--- src/hw/rtl/sha_sh_pkg.sv ---
`timescale 1ns / 1ps
package sha_sh_pkg;

  localparam logic [7:0] PAD_BYTE  = 8'h80;
  localparam logic [7:0] ZERO_BYTE = 8'h00;

  localparam logic [0:63][31:0] ROUND_K = '{
    32'h428a2f98, 32'h71374491, 32'hb5c0fbcf, 32'he9b5dba5,
    32'h3956c25b, 32'h59f111f1, 32'h923f82a4, 32'hab1c5ed5,
    32'hd807aa98, 32'h12835b01, 32'h243185be, 32'h550c7dc3,
    32'h72be5d74, 32'h80deb1fe, 32'h9bdc06a7, 32'hc19bf174,
    32'he49b69c1, 32'hefbe4786, 32'h0fc19dc6, 32'h240ca1cc,
    32'h2de92c6f, 32'h4a7484aa, 32'h5cb0a9dc, 32'h76f988da,
    32'h983e5152, 32'ha831c66d, 32'hb00327c8, 32'hbf597fc7,
    32'hc6e00bf3, 32'hd5a79147, 32'h06ca6351, 32'h14292967,
    32'h27b70a85, 32'h2e1b2138, 32'h4d2c6dfc, 32'h53380d13,
    32'h650a7354, 32'h766a0abb, 32'h81c2c92e, 32'h92722c85,
    32'ha2bfe8a1, 32'ha81a664b, 32'hc24b8b70, 32'hc76c51a3,
    32'hd192e819, 32'hd6990624, 32'hf40e3585, 32'h106aa070,
    32'h19a4c116, 32'h1e376c08, 32'h2748774c, 32'h34b0bcb5,
    32'h391c0cb3, 32'h4ed8aa4a, 32'h5b9cca4f, 32'h682e6ff3,
    32'h748f82ee, 32'h78a5636f, 32'h84c87814, 32'h8cc70208,
    32'h90befffa, 32'ha4506ceb, 32'hbef9a3f7, 32'hc67178f2
  };

  localparam logic [0:7][31:0] INIT_H = '{
    32'h6a09e667, 32'hbb67ae85, 32'h3c6ef372, 32'ha54ff53a,
    32'h510e527f, 32'h9b05688c, 32'h1f83d9ab, 32'h5be0cd19
  };

  // controls for the byte packer and message schedule
  typedef struct packed {
    logic       byte_wr;
    logic [7:0] byte_val;
    logic [5:0] fill;
    logic       run;
    logic [6:0] step;
    logic [6:0] fetch;
  } sched_ctrl_t;

  // controls for the round unit and chaining value
  typedef struct packed {
    logic       load;
    logic       step;
    logic       fold;
    logic       reinit;
    logic [2:0] word_sel;
  } round_ctrl_t;

endpackage

--- src/hw/rtl/sha_sh_ram.sv ---
`timescale 1ns / 1ps
module sha_sh_ram #(
  parameter int WIDTH = 32,
  parameter int DEPTH = 16,
  localparam int AW = $clog2(DEPTH)
) (
  input  logic             clk,
  input  logic             wr_en,
  input  logic [AW-1:0]    wr_addr,
  input  logic [WIDTH-1:0] wr_data,
  input  logic [AW-1:0]    rd_addr_a,
  output logic [WIDTH-1:0] rd_data_a,
  input  logic [AW-1:0]    rd_addr_b,
  output logic [WIDTH-1:0] rd_data_b
);

  logic [WIDTH-1:0] mem [DEPTH];

  always_ff @(posedge clk) begin
    if (wr_en) begin
      mem[wr_addr] <= wr_data;
    end
    rd_data_a <= mem[rd_addr_a];
    rd_data_b <= mem[rd_addr_b];
  end

endmodule

--- src/hw/rtl/sha_sh_sched.sv ---
`timescale 1ns / 1ps
module sha_sh_sched import sha_sh_pkg::*; (
  input  logic        clk,
  input  sched_ctrl_t ctrl,
  output logic [31:0] wk
);

  logic [23:0] word_buf;
  logic [31:0] hist1, hist2, w16;
  logic [31:0] rd_a, rd_b;
  logic [31:0] s0, s1, w_new;
  logic [3:0]  addr_a, addr_b, wr_addr;
  logic        wr_en;
  logic [31:0] wr_data;

  function automatic logic [31:0] small_sigma0(input logic [31:0] x);
    return {x[6:0], x[31:7]} ^ {x[17:0], x[31:18]} ^ {3'b000, x[31:3]};
  endfunction

  function automatic logic [31:0] small_sigma1(input logic [31:0] x);
    return {x[16:0], x[31:17]} ^ {x[18:0], x[31:19]} ^ {10'd0, x[31:10]};
  endfunction

  // read for the next step: port a gives w[s-15], port b w[s] or w[s-7]
  always_comb begin
    addr_a = ctrl.fetch[3:0] + 4'd1;
    addr_b = (ctrl.fetch[6:4] == 3'b000) ? ctrl.fetch[3:0] : ctrl.fetch[3:0] + 4'd9;
  end

  always_comb begin
    s0    = small_sigma0(rd_a);
    s1    = small_sigma1(hist2);
    w_new = (ctrl.step[6:4] == 3'b000) ? rd_b : w16 + s0 + rd_b + s1;
  end

  // message bytes land a word at a time; schedule words overwrite w[s-16]
  always_comb begin
    if (ctrl.byte_wr) begin
      wr_en   = (ctrl.fill[1:0] == 2'b11);
      wr_addr = ctrl.fill[5:2];
      wr_data = {word_buf, ctrl.byte_val};
    end else begin
      wr_en   = ctrl.run && (ctrl.step[6:4] != 3'b000) && !ctrl.step[6];
      wr_addr = ctrl.step[3:0];
      wr_data = w_new;
    end
  end

  sha_sh_ram #(.WIDTH(32), .DEPTH(16)) u_words (
    .clk       (clk),
    .wr_en     (wr_en),
    .wr_addr   (wr_addr),
    .wr_data   (wr_data),
    .rd_addr_a (addr_a),
    .rd_data_a (rd_a),
    .rd_addr_b (addr_b),
    .rd_data_b (rd_b)
  );

  always_ff @(posedge clk) begin
    if (ctrl.byte_wr) begin
      word_buf <= {word_buf[15:0], ctrl.byte_val};
    end
    if (ctrl.run) begin
      hist2 <= hist1;
      hist1 <= w_new;
      w16   <= rd_a;
      wk    <= w_new + ROUND_K[ctrl.step[5:0]];
    end
  end

endmodule

--- src/hw/rtl/sha_sh_round.sv ---
`timescale 1ns / 1ps
module sha_sh_round import sha_sh_pkg::*; (
  input  logic        clk,
  input  logic        rst,
  input  round_ctrl_t ctrl,
  input  logic [31:0] wk,
  output logic [31:0] digest
);

  logic [0:7][31:0] chain;
  logic [0:7][31:0] v;
  logic [31:0] big0, big1, ch, maj, t1, t2;

  function automatic logic [31:0] big_sigma0(input logic [31:0] x);
    return {x[1:0], x[31:2]} ^ {x[12:0], x[31:13]} ^ {x[21:0], x[31:22]};
  endfunction

  function automatic logic [31:0] big_sigma1(input logic [31:0] x);
    return {x[5:0], x[31:6]} ^ {x[10:0], x[31:11]} ^ {x[24:0], x[31:25]};
  endfunction

  always_comb begin
    big0 = big_sigma0(v[0]);
    big1 = big_sigma1(v[4]);
    ch   = (v[4] & v[5]) ^ (~v[4] & v[6]);
    maj  = (v[0] & v[1]) ^ (v[0] & v[2]) ^ (v[1] & v[2]);
    t1   = v[7] + big1 + ch + wk;
    t2   = big0 + maj;
  end

  always_ff @(posedge clk) begin
    if (rst) begin
      chain <= INIT_H;
      v     <= '0;
    end else begin
      if (ctrl.reinit) begin
        chain <= INIT_H;
      end else if (ctrl.fold) begin
        for (int j = 0; j < 8; j++) begin
          chain[j] <= chain[j] + v[j];
        end
      end
      if (ctrl.load) begin
        v <= chain;
      end else if (ctrl.step) begin
        v <= {t1 + t2, v[0], v[1], v[2], v[3] + t1, v[4], v[5], v[6]};
      end
    end
  end

  assign digest = chain[ctrl.word_sel];

endmodule

--- src/hw/rtl/sha256_stream_hasher.sv ---
`timescale 1ns / 1ps
// sha-256 over a byte stream, one request per message byte
//
// input channel: data_byte with byte_present, end_of_message; in_valid/in_ready.
//   a request with byte_present 0 and end_of_message 0 is taken and ignored;
//   end_of_message with no byte closes the message, so an empty message works.
// output channel: digest_word, word_number, final_word; out_valid/out_ready.
//   eight requests per message, word 0 first, final_word on word 7.
// throughput: one byte per cycle while a block fills. the 64th byte of a block
//   starts a compression (chain load, schedule prime, 64 rounds on one round
//   unit, chain fold) during which in_ready is low.
// padding: after end_of_message the pad bytes go in one per cycle (64 minus the
//   fill, plus 64 when the length spills into an extra block), each block is
//   then compressed, and word 0 shows in the cycle after the last fold.
// the schedule memory has one write and two read ports; that pair of reads
//   sets the one-round-per-cycle pace.
// the receiver may stall for any time: a digest word holds until taken and no
//   input is taken before all eight words are out.
// reset: synchronous, active high; the chain value returns to the initial hash
//   and the byte count and block fill clear. the same happens after word 7.
module sha256_stream_hasher import sha_sh_pkg::*; #(
  parameter int COUNT_WIDTH = 61
) (
  input  logic        clk,
  input  logic        rst,
  input  logic        in_valid,
  output logic        in_ready,
  input  logic [7:0]  data_byte,
  input  logic        byte_present,
  input  logic        end_of_message,
  output logic        out_valid,
  input  logic        out_ready,
  output logic [31:0] digest_word,
  output logic [2:0]  word_number,
  output logic        final_word
);

  typedef enum logic [6:0] {
    S_IDLE  = 7'b0000001,
    S_LOAD  = 7'b0000010,
    S_PRIME = 7'b0000100,
    S_ROUND = 7'b0001000,
    S_FOLD  = 7'b0010000,
    S_PAD   = 7'b0100000,
    S_OUT   = 7'b1000000
  } state_t;

  state_t                 state;
  logic [5:0]             fill;
  logic [COUNT_WIDTH-1:0] count;
  logic [COUNT_WIDTH-1:0] count_next;
  logic [63:0]            len_sh;
  logic                   pad_active;
  logic                   sent80;
  logic                   len_arm;
  logic                   done;
  logic [5:0]             round_t;
  logic [2:0]             word_idx;

  logic        in_fire, out_fire;
  logic        put_en;
  logic [7:0]  put_val;
  sched_ctrl_t sctrl;
  round_ctrl_t rctrl;
  logic [31:0] wk;

  // handshakes
  assign in_ready = (state == S_IDLE);
  assign in_fire  = in_valid && in_ready;
  assign out_valid = (state == S_OUT);
  assign out_fire  = out_valid && out_ready;

  assign count_next = count + {{(COUNT_WIDTH-1){1'b0}}, byte_present};

  // byte source: message byte, or 0x80 then zeros then the bit length
  always_comb begin
    if (state == S_PAD) begin
      put_en = 1'b1;
      if (!sent80) begin
        put_val = PAD_BYTE;
      end else if (len_arm) begin
        put_val = len_sh[63:56];
      end else begin
        put_val = ZERO_BYTE;
      end
    end else begin
      put_en  = in_fire && byte_present;
      put_val = data_byte;
    end
  end

  // the schedule runs one step ahead of the rounds
  always_comb begin
    sctrl.byte_wr  = put_en;
    sctrl.byte_val = put_val;
    sctrl.fill     = fill;
    sctrl.run      = (state == S_PRIME) || (state == S_ROUND);
    sctrl.step     = (state == S_PRIME) ? 7'd0 : {1'b0, round_t} + 7'd1;
    if (state == S_LOAD) begin
      sctrl.fetch = 7'd0;
    end else if (state == S_PRIME) begin
      sctrl.fetch = 7'd1;
    end else begin
      sctrl.fetch = {1'b0, round_t} + 7'd2;
    end
  end

  always_comb begin
    rctrl.load     = (state == S_LOAD);
    rctrl.step     = (state == S_ROUND);
    rctrl.fold     = (state == S_FOLD);
    rctrl.reinit   = out_fire && (word_idx == 3'd7);
    rctrl.word_sel = word_idx;
  end

  sha_sh_sched u_sched (
    .clk  (clk),
    .ctrl (sctrl),
    .wk   (wk)
  );

  sha_sh_round u_round (
    .clk    (clk),
    .rst    (rst),
    .ctrl   (rctrl),
    .wk     (wk),
    .digest (digest_word)
  );

  assign word_number = word_idx;
  assign final_word  = (word_idx == 3'd7);

  always_ff @(posedge clk) begin
    if (rst) begin
      state      <= S_IDLE;
      fill       <= '0;
      count      <= '0;
      pad_active <= 1'b0;
      sent80     <= 1'b0;
      len_arm    <= 1'b0;
      done       <= 1'b0;
      round_t    <= '0;
      word_idx   <= '0;
    end else begin
      if (put_en) begin
        fill <= fill + 6'd1;
      end
      unique case (state)
        S_IDLE: begin
          if (in_fire) begin
            // the count restarts here; the length is latched in the same cycle
            count <= end_of_message ? '0 : count_next;
            if (end_of_message) begin
              len_sh     <= 64'(count_next) << 3;
              pad_active <= 1'b1;
              sent80     <= 1'b0;
              len_arm    <= 1'b0;
            end
            if (byte_present && (fill == 6'd63)) begin
              state <= S_LOAD;
            end else if (end_of_message) begin
              state <= S_PAD;
            end
          end
        end
        S_LOAD: begin
          state <= S_PRIME;
        end
        S_PRIME: begin
          round_t <= '0;
          state   <= S_ROUND;
        end
        S_ROUND: begin
          round_t <= round_t + 6'd1;
          if (round_t == 6'd63) begin
            state <= S_FOLD;
          end
        end
        S_FOLD: begin
          if (done) begin
            word_idx <= '0;
            state    <= S_OUT;
          end else if (pad_active) begin
            state <= S_PAD;
          end else begin
            state <= S_IDLE;
          end
        end
        S_PAD: begin
          sent80 <= 1'b1;
          if (sent80 && len_arm) begin
            len_sh <= {len_sh[55:0], ZERO_BYTE};
          end
          // a pad byte in the last slot before the length arms it
          if (fill == 6'd55) begin
            len_arm <= 1'b1;
          end
          if (fill == 6'd63) begin
            state <= S_LOAD;
            if (len_arm) begin
              done       <= 1'b1;
              pad_active <= 1'b0;
              len_arm    <= 1'b0;
            end
          end
        end
        S_OUT: begin
          if (out_fire) begin
            word_idx <= word_idx + 3'd1;
            if (word_idx == 3'd7) begin
              done  <= 1'b0;
              state <= S_IDLE;
            end
          end
        end
        default: begin
          state <= S_IDLE;
        end
      endcase
    end
  end

  // a compression always starts on a block boundary
  a_load_aligned: assert property (@(posedge clk) disable iff (rst)
    (state == S_LOAD) |-> (fill == 6'd0))
    else $error("compression started with a partial block");

  // the last round hands over to the chain fold
  a_round_end: assert property (@(posedge clk) disable iff (rst)
    ((state == S_ROUND) && (round_t == 6'd63)) |=> (state == S_FOLD))
    else $error("round sequence did not end in fold");

  // the final fold opens the digest at word 0
  a_digest_start: assert property (@(posedge clk) disable iff (rst)
    ((state == S_FOLD) && done) |=> (out_valid && (word_number == 3'd0)))
    else $error("digest did not start at word 0");

  // the length bytes follow the 0x80 marker
  a_len_order: assert property (@(posedge clk) disable iff (rst)
    len_arm |-> sent80)
    else $error("length armed before the pad marker");

  // after the last word the block is clear for a new message
  a_msg_clear: assert property (@(posedge clk) disable iff (rst)
    (out_fire && final_word) |=> (in_ready && (fill == 6'd0) && (count == '0)))
    else $error("state not cleared after digest");

endmodule

--- config.mk ---
export PLATFORM = sky130hd
export DESIGN_NAME = sha256_stream_hasher
export DESIGN_NICKNAME = d
export VERILOG_FILES = /design/src/hw/rtl/sha_sh_pkg.sv /design/src/hw/rtl/sha_sh_ram.sv /design/src/hw/rtl/sha_sh_sched.sv /design/src/hw/rtl/sha_sh_round.sv /design/src/hw/rtl/sha256_stream_hasher.sv
export SDC_FILE = /design/constraint.sdc
export NUM_CORES = 2
export LEC_CHECK = 0
export BUFFER_PORTS_ARGS = -buffer_cell sky130_fd_sc_hd__buf_2
export CORE_MARGIN = 2
export CORE_UTILIZATION = 60
export CTS_BUF_LIST = sky130_fd_sc_hd__clkbuf_4
export CTS_CLUSTER_DIAMETER = 150
export DETAILED_ROUTE_END_ITERATION = 10
export PLACE_DENSITY = 0.75
export SLEW_MARGIN = 20
export SYNTH_ARGS = -nofsm -noshare
export SYNTH_HDL_FRONTEND = slang
export SYNTH_HIERARCHICAL = 1
export SYNTH_SLANG_ARGS = --single-unit
--- constraint.sdc ---
create_clock -name clk -period 6.6 [get_ports clk]
set_input_delay 0.33 -clock clk [delete_from_list [all_inputs] [get_ports clk]]
set_output_delay 0.33 -clock clk [all_outputs]
set_load 0.02 [all_outputs]
==> parameters.txt <==
Parameter                              Value

STA
  Final TNS setup ... 0 ns
  Worst clock skew ... a little under 0.2 ns
  Maximum clock frequency ... approximately 0.15 GHz
  Number of hold violations in the final report ... 0
  Final setup violation count ... 0
  Share of the clock period used by the worst path ... 98.47%
  Slew of the pin with the lowest slew margin ... 1.168 ns
  Final number of max-transition violations ... 0
  Worst Hold Margin ... 0.07611 ns
  Worst max-slew margin expressed relative to the limit ... between 20% and 30%
  Unrepaired setup endpoints after global routing ... yes
  Tmin final ... 6.499 ns

Yosys
  Average size of a mapped cell ... about 10 sq um
  Synth Area in XOR/XNOR ... 6.183%
  Syn nets ... about 9,400
  Fraction of synthesized cell area taken by the top area cell type ... ~25%
  Combinational family with the most area after synthesis ... compound AO/OA/AOI/OAI gates
  Area fraction in and, or, nand and nor cells after synthesis ... 11.93%
  Synth Warn # ... 6
  Synth Area in Compound Gates ... about 15%
  Number of storage elements in the synthesis netlist ... around 1,400
  Number of synthesized flops with an enable pin ... between 700 and 800
  Leading register cell type out of synthesis ... edfxtp_1
  Post-Synthesis Cells ... approximately 8,800
  Share of synthesized area occupied by flip-flops and latches ... between 30 and 40%
  Top post-synthesis cells by area ... edfxtp_1 25%, dfxtp_1 15%, mux4_2 8.2%, ha_1 6.0%, a21oi_1 4.2%
  Number of distinct library cells after synthesis ... 100
  Share of synthesized area spent on multiplexers ... 12.76%
  Cell type with the highest aggregate area in the netlist ... edfxtp_1
  Adder-cell area share of the yosys netlist ... between 10% and 20%
  Proportion of register bits with asynchronous set or reset after synthesis ... 0%
  Mapped Area ... 88,800 sq um

CTS
  Number of buffers on the longest clock path ... 4
  Inserted Clock Buffers ... 380
  Worst-path clk slew ... around 0.07 ns
  Library cell used as clock root buffer ... clkbuf_4
  Clock latency of the later-clocked register in the worst-skew pair ... roughly 1.4 ns
  Sink count of the clock tree ... around 1,400
  TritonCTS clock tree ... built
  H-tree levels ... 5

Global route
  Combined global-route utilization of all metal layers ... between 30% and 40%
  Number of global-route vias before repair ... 71,300
  Antenna violations before repair ... 11
  Global-route congestion overflow total ... 0
  Largest net degree at the start of global routing ... approximately 190
  Global-route wire length before repair ... 427,900 um

Route
  Total via count in the routed design ... 74,000
  Drt wl/cell ... 25.07 um
  DRT Wirelength ... between 200,000 and 300,000 um
  Count of nets left with antenna violations after detail routing ... 0
  Initial detailed-routing violation count ... approximately 8,500
  DR DRC count ... 0
  DR vias/cell ... 6.502
  Number of iterations in the first detailed-routing pass ... 8

Cells and area
  Number of fill cells ... 11,250
  Leading cell types in the layout, fill and taps excluded ... 910 x nor2_1, 732 x a21oi_1, 725 x edfxtp_1, 652 x dfxtp_1, 571 x nand2_1
  Sequential cell area in the final layout ... 35,060 sq um
  Share of the core filled with cells ... between 60 and 70%
  Growth of design area from synthesis to finish ... 11.20%
  Area of combinational cells with multiple inputs ... 51,040 sq um
  Leading cell type in the layout, fill and taps excluded ... nor2_1
  NumNets Final ... between 9,000 and 10,000
  Final instance count without filler cells ... around 11,000
  Share of layout cells above drive strength 1 ... between 10% and 20%

Floorplan
  Die Height ... between 300 and 400 um
  Die width ... between 300 and 400 um
  Number of top-level pins ... 52
  Die outline area ... 151,100 sq um
  Count of standard-cell rows ... between 100 and 150
  Initial cell density of the core ... around three fifths
  Area of the core ... approximately 150,000 sq um

Placed design
  Port buffer count ... 51
  Placed insts ... 10,660
  GP Congestion ... 1.013
  Placed wire-length estimate after detailed placement ... between 200,000 and 250,000 um

Setup path
  Kind of critical path ... reg2reg
  Cell with the largest stage delay on the worst path ... fa_1
  Worst endpoint required time ... 7.68 ns
  Worst setup SP type ... register
  Data arrival time at the worst-slack endpoint ... about 7.6 ns
  Peak fanout along the critical path ... 4
  Dominant cell type by count on the critical path ... fa_1
  Worst path max stage delay ... 0.53 ns
  Critical Path Sink Type ... register

Power and ir drop
  Final total power ... 0.01865 W
  P per Cell Area ... between 150 and 200 nW/um^2
  Peak supply drop ... around 240 uV
  Leak Pwr ... about 39 nW

Job
  Count of maximum capacitance violations ... 0

Run status
  Status ... finished, final reports clean

Worst hold path
  Min-delay worst type ... in2reg
-- sequential cells by signal, summed over array words and instances (netlist names), 61 cells and up --
signal and cells:
count 61, len_sh 61, u_round/chain 256, u_round/v 256, u_sched/u_words/mem 512
-- cell type report --
cell class | instances | area share [%]
well taps | 1930 | 2.446
flip-flops and latches | 1388 | 35.51
inverters | 425 | 1.640
diodes | 7 | 0.01774
clock inverters | 107 | 0.5766
multi-input cells | 6475 | 51.69
clock buffers | 564 | 4.288
repair buffers | 485 | 3.827
-- stage by stage --
step           instance area, sq um  worst slack, ns
2_1_floorplan                 88800          0.07848
3_3_place_gp                  92760          -0.3922
3_5_place_dp                  92760          -0.4982
4_1_cts                       98060         -0.02011
5_1_grt                       98740          -0.1795
6_report                      98740           0.1009
-- worst max-delay path, delay by kind of cell (launching register included) --
kind | cells | cell delay, ns
fa+ha+maj | 6 | 2.30
buf+inv | 4 | 0.43
flops | 1 | 0.38
simple gates | 6 | 0.81
compound gates | 14 | 1.86
xor+xnor | 3 | 0.58
-- kinds of logic (layout without fill, tap and decap cells) --
logic type,Yosys count,after routing
xor gates and xnor gates,626,626
DFF,1388,1388
adders and majority gates,616,616
and+or+nand+nor,2320,2320
AOI/OAI and AO/OA,2196,2196
buffers and inverters,956,1581
other,0,7
muxes,717,717
-- what timing repair did --
| action | in CTS | in global routing |
|---|---|---|
| setup endpoints to repair | 24 | 34 |
| endpoints found under the hold margin | 315 | 0 |
| hold buffers | 19 | 0 |
| setup buffers | 11 | 17 |
| pin swaps | 22 | 92 |
| resized for setup | 43 | 108 |
-- final timing paths --
| kind | cells past startpoint | from | to | slack [ns] |
|---|---|---|---|---|
| worst max register to register | 33 | u_round/v[108] | u_round/v[252] | 0.10 |
| worst max-delay path | 33 | u_round/v[108] | u_round/v[252] | 0.10 |
| worst min-delay path | 4 | data_byte[2] | u_sched/word_buf[2] | 0.08 |
| worst min register to register | 0 | u_sched/hist1[10] | u_sched/hist2[10] | 0.38 |
-- per-layer routing --
metal | GRT usage, % | share of wire, % | wire length, um | vias up
met4 | 17.31 | 5.1 | 14440 | 4
met3 | 6.988 | 10 | 29740 | 757
met2 | 57.47 | 45 | 128600 | 4209
li1 | - | - | - | 33200
met1 | 50.33 | 39 | 112500 | 35830
met5 | 0 | 0.0084 | 24 | -
-- synthesized netlist by cell type (all sizes together), types with 13 or more instances --
library cell  number
ha               427
clkbuf           417
o21a              60
o21bai            49
a311oi            17
a21boi            18
a21oi            758
nand2b            75
mux2i            317
or4               28
buf              114
inv              423
a221oi            36
o21ai            466
nor2             935
edfxtp           725
nand4             80
o31ai             51
nor2b             75
o22ai             21
mux4             324
a21o             187
nand3b            19
fa               166
a211oi           103
xor2             223
a31oi             78
mux2              76
nor3             116
or2               13
or3               74
o211ai            51
xnor2            403
nand2            573
nor4              32
a211o             15
a22oi            141
maj3              23
and4              16
nand3            152
and2              42
and3              62
o211a             18
dfxtp            663
o311ai            21
-- power breakdown --
| group | switching, W | internal (W) | leakage [nW] |
|---|---|---|---|
| Sequential | 0.0000813 | 0.00932 | 11.9 |
| Clock | 0.00368 | 0.00412 | 2.86 |
| Combinational | 0.000967 | 0.000475 | 23.9 |
Note: power is estimated with default switching activity, not from simulation.
